$ cat src/design/pcsig_pkg.sv
// pcsig_pkg: shared constants and control structs for the pc signature replacement core
// no dependencies

package pcsig_pkg;

    localparam int NUM_SETS  = 1024;
    localparam int NUM_WAYS  = 16;

    localparam int IN_SET_W  = 10;
    localparam int IN_WAY_W  = 4;
    localparam int PC_W      = 16;
    localparam int CNT_W     = 8;

    localparam int SET_W     = $clog2(NUM_SETS);
    localparam int WAY_W     = $clog2(NUM_WAYS);
    localparam int SIG_AW    = SET_W + WAY_W;
    localparam int SIG_DEPTH = NUM_SETS * NUM_WAYS;
    localparam int CNT_AW    = PC_W;
    localparam int CNT_DEPTH = 1 << PC_W;
    localparam int CLR_AW    = (SIG_AW > CNT_AW) ? SIG_AW : CNT_AW;

    localparam logic [CNT_W-1:0] CNT_CEIL = CNT_W'(255 - 1);

    typedef enum logic {
        OP_QUERY  = 1'b0,
        OP_UPDATE = 1'b1
    } pcsig_op_t;

    typedef struct packed {
        logic load;
        logic clr_step;
        logic scan_issue;
        logic sig_wr;
        logic cnt_wr;
        logic out_load;
    } pcsig_cmd_t;

    typedef struct packed {
        logic clr_last;
        logic scan_last;
        logic scan_busy;
        logic out_free;
        logic hit;
    } pcsig_status_t;

endpackage

$ cat src/design/pcsig_ctrl.sv
// pcsig_ctrl: sequencer for clear, victim scan and counter update
// depends on pcsig_pkg

module pcsig_ctrl (
    input  logic                    clk,
    input  logic                    rst_n,
    input  logic                    in_valid,
    output logic                    in_ready,
    input  logic                    operation,
    input  logic                    is_hit,
    input  logic                    is_writeback,
    input  pcsig_pkg::pcsig_status_t status,
    output pcsig_pkg::pcsig_cmd_t    cmd
);

    typedef enum logic [2:0] {
        ST_CLEAR,
        ST_IDLE,
        ST_SCAN,
        ST_DRAIN,
        ST_UPD_RD,
        ST_UPD_WR
    } state_t;

    state_t state_reg;
    state_t state_next;

    always_comb
    begin
        state_next = state_reg;
        cmd        = '0;
        in_ready   = 1'b0;
        unique case (state_reg)
            ST_CLEAR:
            begin
                cmd.clr_step = 1'b1;
                if (status.clr_last)
                begin
                    state_next = ST_IDLE;
                end
            end
            ST_IDLE:
            begin
                in_ready = 1'b1;
                cmd.load = in_valid;
                priority if (!in_valid)
                begin
                    state_next = ST_IDLE;
                end
                else if (operation == pcsig_pkg::OP_QUERY)
                begin
                    state_next = ST_SCAN;
                end
                else if (is_hit && is_writeback)
                begin
                    state_next = ST_IDLE;
                end
                else
                begin
                    state_next = ST_UPD_RD;
                end
            end
            ST_SCAN:
            begin
                cmd.scan_issue = 1'b1;
                if (status.scan_last)
                begin
                    state_next = ST_DRAIN;
                end
            end
            ST_DRAIN:
            begin
                if (!status.scan_busy && status.out_free)
                begin
                    cmd.out_load = 1'b1;
                    state_next   = ST_IDLE;
                end
            end
            ST_UPD_RD:
            begin
                // fill stores the new signature
                cmd.sig_wr = !status.hit;
                state_next = ST_UPD_WR;
            end
            ST_UPD_WR:
            begin
                cmd.cnt_wr = 1'b1;
                state_next = ST_IDLE;
            end
            default:
            begin
                state_next = ST_IDLE;
            end
        endcase
    end

    always_ff @(posedge clk or negedge rst_n)
    begin
        if (!rst_n)
        begin
            state_reg <= ST_CLEAR;
        end
        else
        begin
            state_reg <= state_next;
        end
    end

endmodule

$ cat config.mk
export PLATFORM = sky130hd
export DESIGN_NAME = pcsig_ctrl
export DESIGN_NICKNAME = d
export VERILOG_FILES = /design/src/design/pcsig_pkg.sv /design/src/design/pcsig_ctrl.sv
export SDC_FILE = /design/constraint.sdc
export NUM_CORES = 1
export LEC_CHECK = 0
export BUFFER_PORTS_ARGS = -buffer_cell sky130_fd_sc_hd__buf_2
export CAP_MARGIN = 20
export CELL_PAD_IN_SITES_DETAIL_PLACEMENT = 1
export CELL_PAD_IN_SITES_GLOBAL_PLACEMENT = 2
export CORE_AREA = 2 2 39 41
export CTS_CLUSTER_SIZE = 28
export DETAILED_ROUTE_END_ITERATION = 16
export DIE_AREA = 0 0 41 43
export GPL_TIMING_DRIVEN = 1
export PLACE_DENSITY_LB_ADDON = 0.1
export SLEW_MARGIN = 20
export SYNTH_ARGS = -nofsm -noshare
export SYNTH_HDL_FRONTEND = slang
export SYNTH_SLANG_ARGS = --single-unit
$ cat constraint.sdc
create_clock -name clk -period 1.7 [get_ports clk]
set_input_delay 0.51 -clock clk [delete_from_list [all_inputs] [get_ports clk]]
set_output_delay 0.51 -clock clk [all_outputs]
set_load 0.05 [all_outputs]
# Yosys cells after proc, flatten, opt, wreduce, memory -nomap -nowiden
# Index checks and enable logic that the tools add are counted.
# W data, S select, Z words.
dict set report totals {
  register_bits 3
  in_bits 11
  out_inout_bits 7
  wordCells 30
}
dict set report classes {
  n_eq_ne 8
  muxes 15
  n_reduce_logical 6
}
# cell n
set ops {}
lappend ops {{$mux W3} 6}
lappend ops {{$pmux W3 S5} 1}
lappend ops {{$mux W1} 8}
lappend ops {{$eq A3 B2 Y1 const B} 2}
lappend ops {{$eq A3 B3 Y1 const B} 2}
lappend ops {{$ne A2 B2 Y1 const B} 3}
lappend ops {{$eq A3 B1 Y1 const B} 1}
lappend ops {{$logic_not A3 Y1} 1}
lappend ops {{$reduce_and A3 Y1} 1}
lappend ops {{$logic_and A1 B1 Y1} 2}
lappend ops {{$logic_not A1 Y1} 2}

# Logic depth before layout (Yosys ltp)
dict set report logic_depth {
  depth_word 5
  depth_mapped 4
  depth_no_buf 3
}

# Worst setup path before layout
# OpenSTA, ideal clock, no wires.
dict set report synth_timing {
  kind {register to output}
  from {register state_reg[2]}
  to {output port cmd[0] (netlist bit)}
  t_arrival_ns 1.814
  t_required_ns 1.190
  setup_slack_ns -0.624
  path_stages_with_launch 4
  n_path_buf 1
  path_cell_list {dfrtp_1 buf_4 nand3b_1 nor3b_1}
}
# element line_no
set synth_rtl {}
lappend synth_rtl {{from (decl)} pcsig_ctrl.sv:25} ;# state_t state_reg;
lappend synth_rtl {{from (signal assigned)} pcsig_ctrl.sv:105} ;# state_reg <= state_next;
lappend synth_rtl {{to (decl)} pcsig_ctrl.sv:13} ;# output pcsig_pkg::pcsig_cmd_t cmd

==> parameters.txt <==
Parameter                              Value

Critical path
  Max Fanout on Critical Path ... 6
  Family with the most delay on the worst path ... flip-flops
  Combined buffer and inverter count along the critical path ... 1
  Stage delay of the slowest cell on the critical path ... 0.42 ns
  Critical path cell sequence ... nand3b_1 -> nor3b_2 -> buf_6
  CP Class ... reg2out
  Number of cells traversed by the worst register-to-register path ... 4
  Data arrival time of the worst path ... 1.25 ns
  Worst path required time ... between 1 and 1.5 ns
  Kind of launch point of the worst setup path ... flip-flop
  CP Capture Type ... output port
  Slowest-stage cell, CP ... sky130_fd_sc_hd__dfrtp_2
  WP depth ... 3

Floorplan
  Ports ... 18
  Row count ... 14
  Die X ... 41 µm
  Initial Util ... 16.8%
  Vertical die dimension ... approximately 43 µm
  Core ar. ... 1380 µm²
  Die area ... 1760 µm²

Power
  Internal cell power ... 0.464 mW
  Overall power of the completed layout ... between 0.8 and 0.9 mW
  P_sw ... 0.429 mW
  Sequential share of power ... between 10% and 20%
  Sw Share ... 48.1%
  Largest voltage drop on the vdd net ... 822 µV
  Proportion of power drawn by combinational gates ... 67.3%
  Static leakage ... 0.216 nW
  Relative contribution of the clock network to total power ... 14.3%
  PwrDens ... 1910 nW/µm²

Detailed routing
  Drt wl/cell ... 12.2 µm
  Remaining routing DRC violations ... 0
  Antenna Violating Nets Remaining ... 0
  Met1 layer wirelength in the final routing ... 289 µm
  Met3 wirelength from detailed routing ... between 50 and 60 µm
  Per-cell via count in the routed design ... about 4.5
  Initial DRT Pass Iterations ... 1
  Highest signal layer in the routed design ... met4
  Via count ... 304
  Initial detailed-routing violation count ... 0
  Amount of wire on met2 after detailed routing ... approximately 450 µm
  Final wirelength ... 815 µm

Placed design
  Setup WS pre-CTS ... 0.0836 ns
  Placed Cells ... 61
  Post-DP HPWL ... 604 µm
  Placer congestion estimate ... 0.740
  IO buf count ... 17
  Total placed instance area ... 368 µm²

Synthesis
  Largest family of logic cells by synthesized area ... simple AND/OR/NAND/NOR gates
  Ranking of synthesized cells by area ... sky130_fd_sc_hd__dfrtp_1 (32%), sky130_fd_sc_hd__nor2_1 (6.5%), sky130_fd_sc_hd__nor3b_1 (6.5%), sky130_fd_sc_hd__a211oi_2 (5.4%), sky130_fd_sc_hd__nor2b_1 (5.4%)
  Fraction of synthesis flops using an asynchronous set or reset pin ... 100%
  Post-synthesis simple-gate area fraction ... approximately 45%
  Share of the yosys chip area belonging to registers ... 32.3%
  Post-synthesis cell type with the largest combined area ... sky130_fd_sc_hd__dfrtp_1
  Netlist cell types ... 19
  Most frequent cell after synthesis ... sky130_fd_sc_hd__nor2_1
  Synthesized-area fraction occupied by ao, oa, aoi and oai cells ... approximately 16%
  Syn Nets ... 38
  Fraction of synthesized area in multiplexers ... 0%
  Mean post-synth cell area ... around 8.6 µm²
  Number of enable flip-flop cells after synthesis ... 0
  Ys flop type ... sky130_fd_sc_hd__dfrtp_1
  Warning count from the yosys run ... 0
  Top post-synthesis cells by count ... sky130_fd_sc_hd__nor2_1 (4), sky130_fd_sc_hd__dfrtp_1 (3), sky130_fd_sc_hd__nand2_1 (2), sky130_fd_sc_hd__nor2b_1 (2), sky130_fd_sc_hd__nor3b_1 (2)
  Post-synthesis sequential element count ... 3
  Area of the mapped netlist ... between 200 and 250 µm²
  Cell count after synthesis ... 27
  Adder and majority gate portion of the synthesized area ... 0%
  Share of Yosys cell area claimed by the top area cell type ... 32.3%
  Xor/xnor share of the synthesized area ... 0%

Min path
  Class of the tightest hold or removal check ... in2async

Timing
  Slew @ Worst Pin ... 0.296 ns
  Pins over their slew limit ... 0
  Post-route fraction of the period consumed by the critical path ... 104%
  Setup repair after global routing missed its margin ... yes
  TNS Setup ... -0.158 ns
  Achievable frequency ... around 570 MHz
  Crit path setup slack, layout ... -0.0627 ns
  Remaining max-slew budget at the tightest pin ... roughly four fifths
  Minimum clock period after layout ... roughly 1.8 ns
  Setup-violating endpoint count in the final report ... 5
  Skew final ... 0.00561 ns
  Final-report hold violation count ... 0

CTS
  Clock transition at the register clock pins on the worst setup and hold paths after CTS ... 0.04 ns
  Number of buffers created by CTS ... 3
  Maximum level of the CTS H-tree ... 1
  Root buffer cell ... sky130_fd_sc_hd__clkbuf_4
  Clock network latency to the later pin of the worst-skew pair ... 0.24 ns
  Hold buffer count at CTS ... 0
  Number of sinks handled by clock tree synthesis ... 3
  Clock tree from TritonCTS ... done
  Maximum number of buffers from clock root to sink ... 2

GRT
  Vias in the first global route ... 332
  Global Route Usage Sum ... 12.0%
  Largest net degree at the start of global routing ... 8
  First-pass GRT wire length ... 1370 µm
  Initial antenna violation count ... 0
  Global route total overflow ... 0

Layout
  Flip-flop count of the largest register, all copies and words added ... 3
  Area Growth Syn to Fin ... 101%
  Diode count ... 0
  Finished Layout Cells ... 67
  Final #Nets ... 63
  Fin area ... 467 µm²
  Filler cell count ... 172
  Sequential cell area in the final layout ... 78.8 µm²
  Fraction of layout cells with a size suffix above 1 ... 70.6%
  Area occupied by multi-input gates ... 164 µm²

Run status
  Failing checks ... negative setup slack
  Result of the run ... finished with violations

Job
  Max Cap Violations ... 0
power by group through the flow:
stage	Sequential (mW)	Clock, mW	Combinational [mW]
floorplan	0.124	0	0.378
global placement	0.155	0	0.475
detailed placement	0.150	0	0.478
CTS	0.163	0.133	0.584
global route	0.177	0.142	0.643
finish	0.164	0.128	0.602
cells in the final DEF (no fill, tap or decap), drive strengths merged:
| cell | synthesis | routed |
|---|---|---|
| or2b | 1 | 1 |
| a211oi | 1 | 1 |
| o32ai | 1 | 1 |
| nor2 | 4 | 4 |
| and3b | 1 | 1 |
| nor3b | 2 | 2 |
| nor3 | 1 | 1 |
| nor4 | 1 | 1 |
| nor2b | 2 | 2 |
| nand3b | 1 | 1 |
| nand2 | 2 | 2 |
| a32o | 1 | 1 |
| buf | 2 | 22 |
| nand4bb | 1 | 1 |
| dfrtp | 3 | 3 |
| clkbuf | 0 | 4 |
| a31oi | 1 | 1 |
| or3 | 1 | 1 |
| inv | 1 | 1 |
layer usage:
metal | global-route usage (%) | vias up
met1 | 13.1 | 144
met3 | 3.66 | 3
met5 | 0 | -
met4 | 10.0 | 0
li1 | - | 145
met2 | 17.8 | 12
path summary, 6_finish.rpt:
check / start / endpoint / slack (ns)
worst max-delay path: state_reg[2] / cmd[0] / -0.06
worst min-delay path: rst_n / state_reg[2] / 0.06
worst max register to register: state_reg[0] / state_reg[1] / 0.44
worst min register to register: state_reg[2] / state_reg[2] / 0.70
max in group asynchronous: rst_n / state_reg[0] / 1.52
min in group clk: operation / state_reg[2] / 0.56
cell families after synthesis:
group / Yosys count
DFF: 3
AOI/OAI and AO/OA: 4
buffers and inverters: 3
and+or+nand+nor: 17
area by class of cell:
cell class / instances / share of cell area, %
clock buffer: 4 / 5.63
inverter: 1 / 0.804
multi-input combinational: 21 / 35.1
sequential: 3 / 16.9
tap: 16 / 4.29
timing repair buffer: 22 / 37.3
repair_timing:
action | 4_1_cts | 5_1_grt
endpoints found under the setup margin | 7 | 7
pin swaps | 1 | 0
buffers inserted | 1 | 1
cloned | 0 | 0
gates resized for setup | 19 | 1
worst register-to-register path: cells and delay by family, from the launching register on:
| kind | cells | cell delay [ns] |
|---|---|---|
| compound gates | 1 | 0.07 |
| buf+inv | 1 | 0.17 |
| flops | 1 | 0.45 |
| simple gates | 2 | 0.45 |
through the flow:
stage	hold slack, ns	utilization, %
after floorplan	0.214	-
after global placement	0.305	26.6
after detailed placement	0.310	26.6
after CTS	0.0557	33.1
after global routing	0.0490	33.7
final	0.0578	33.7
No activity file was read; power rests on OpenSTA's default activity.
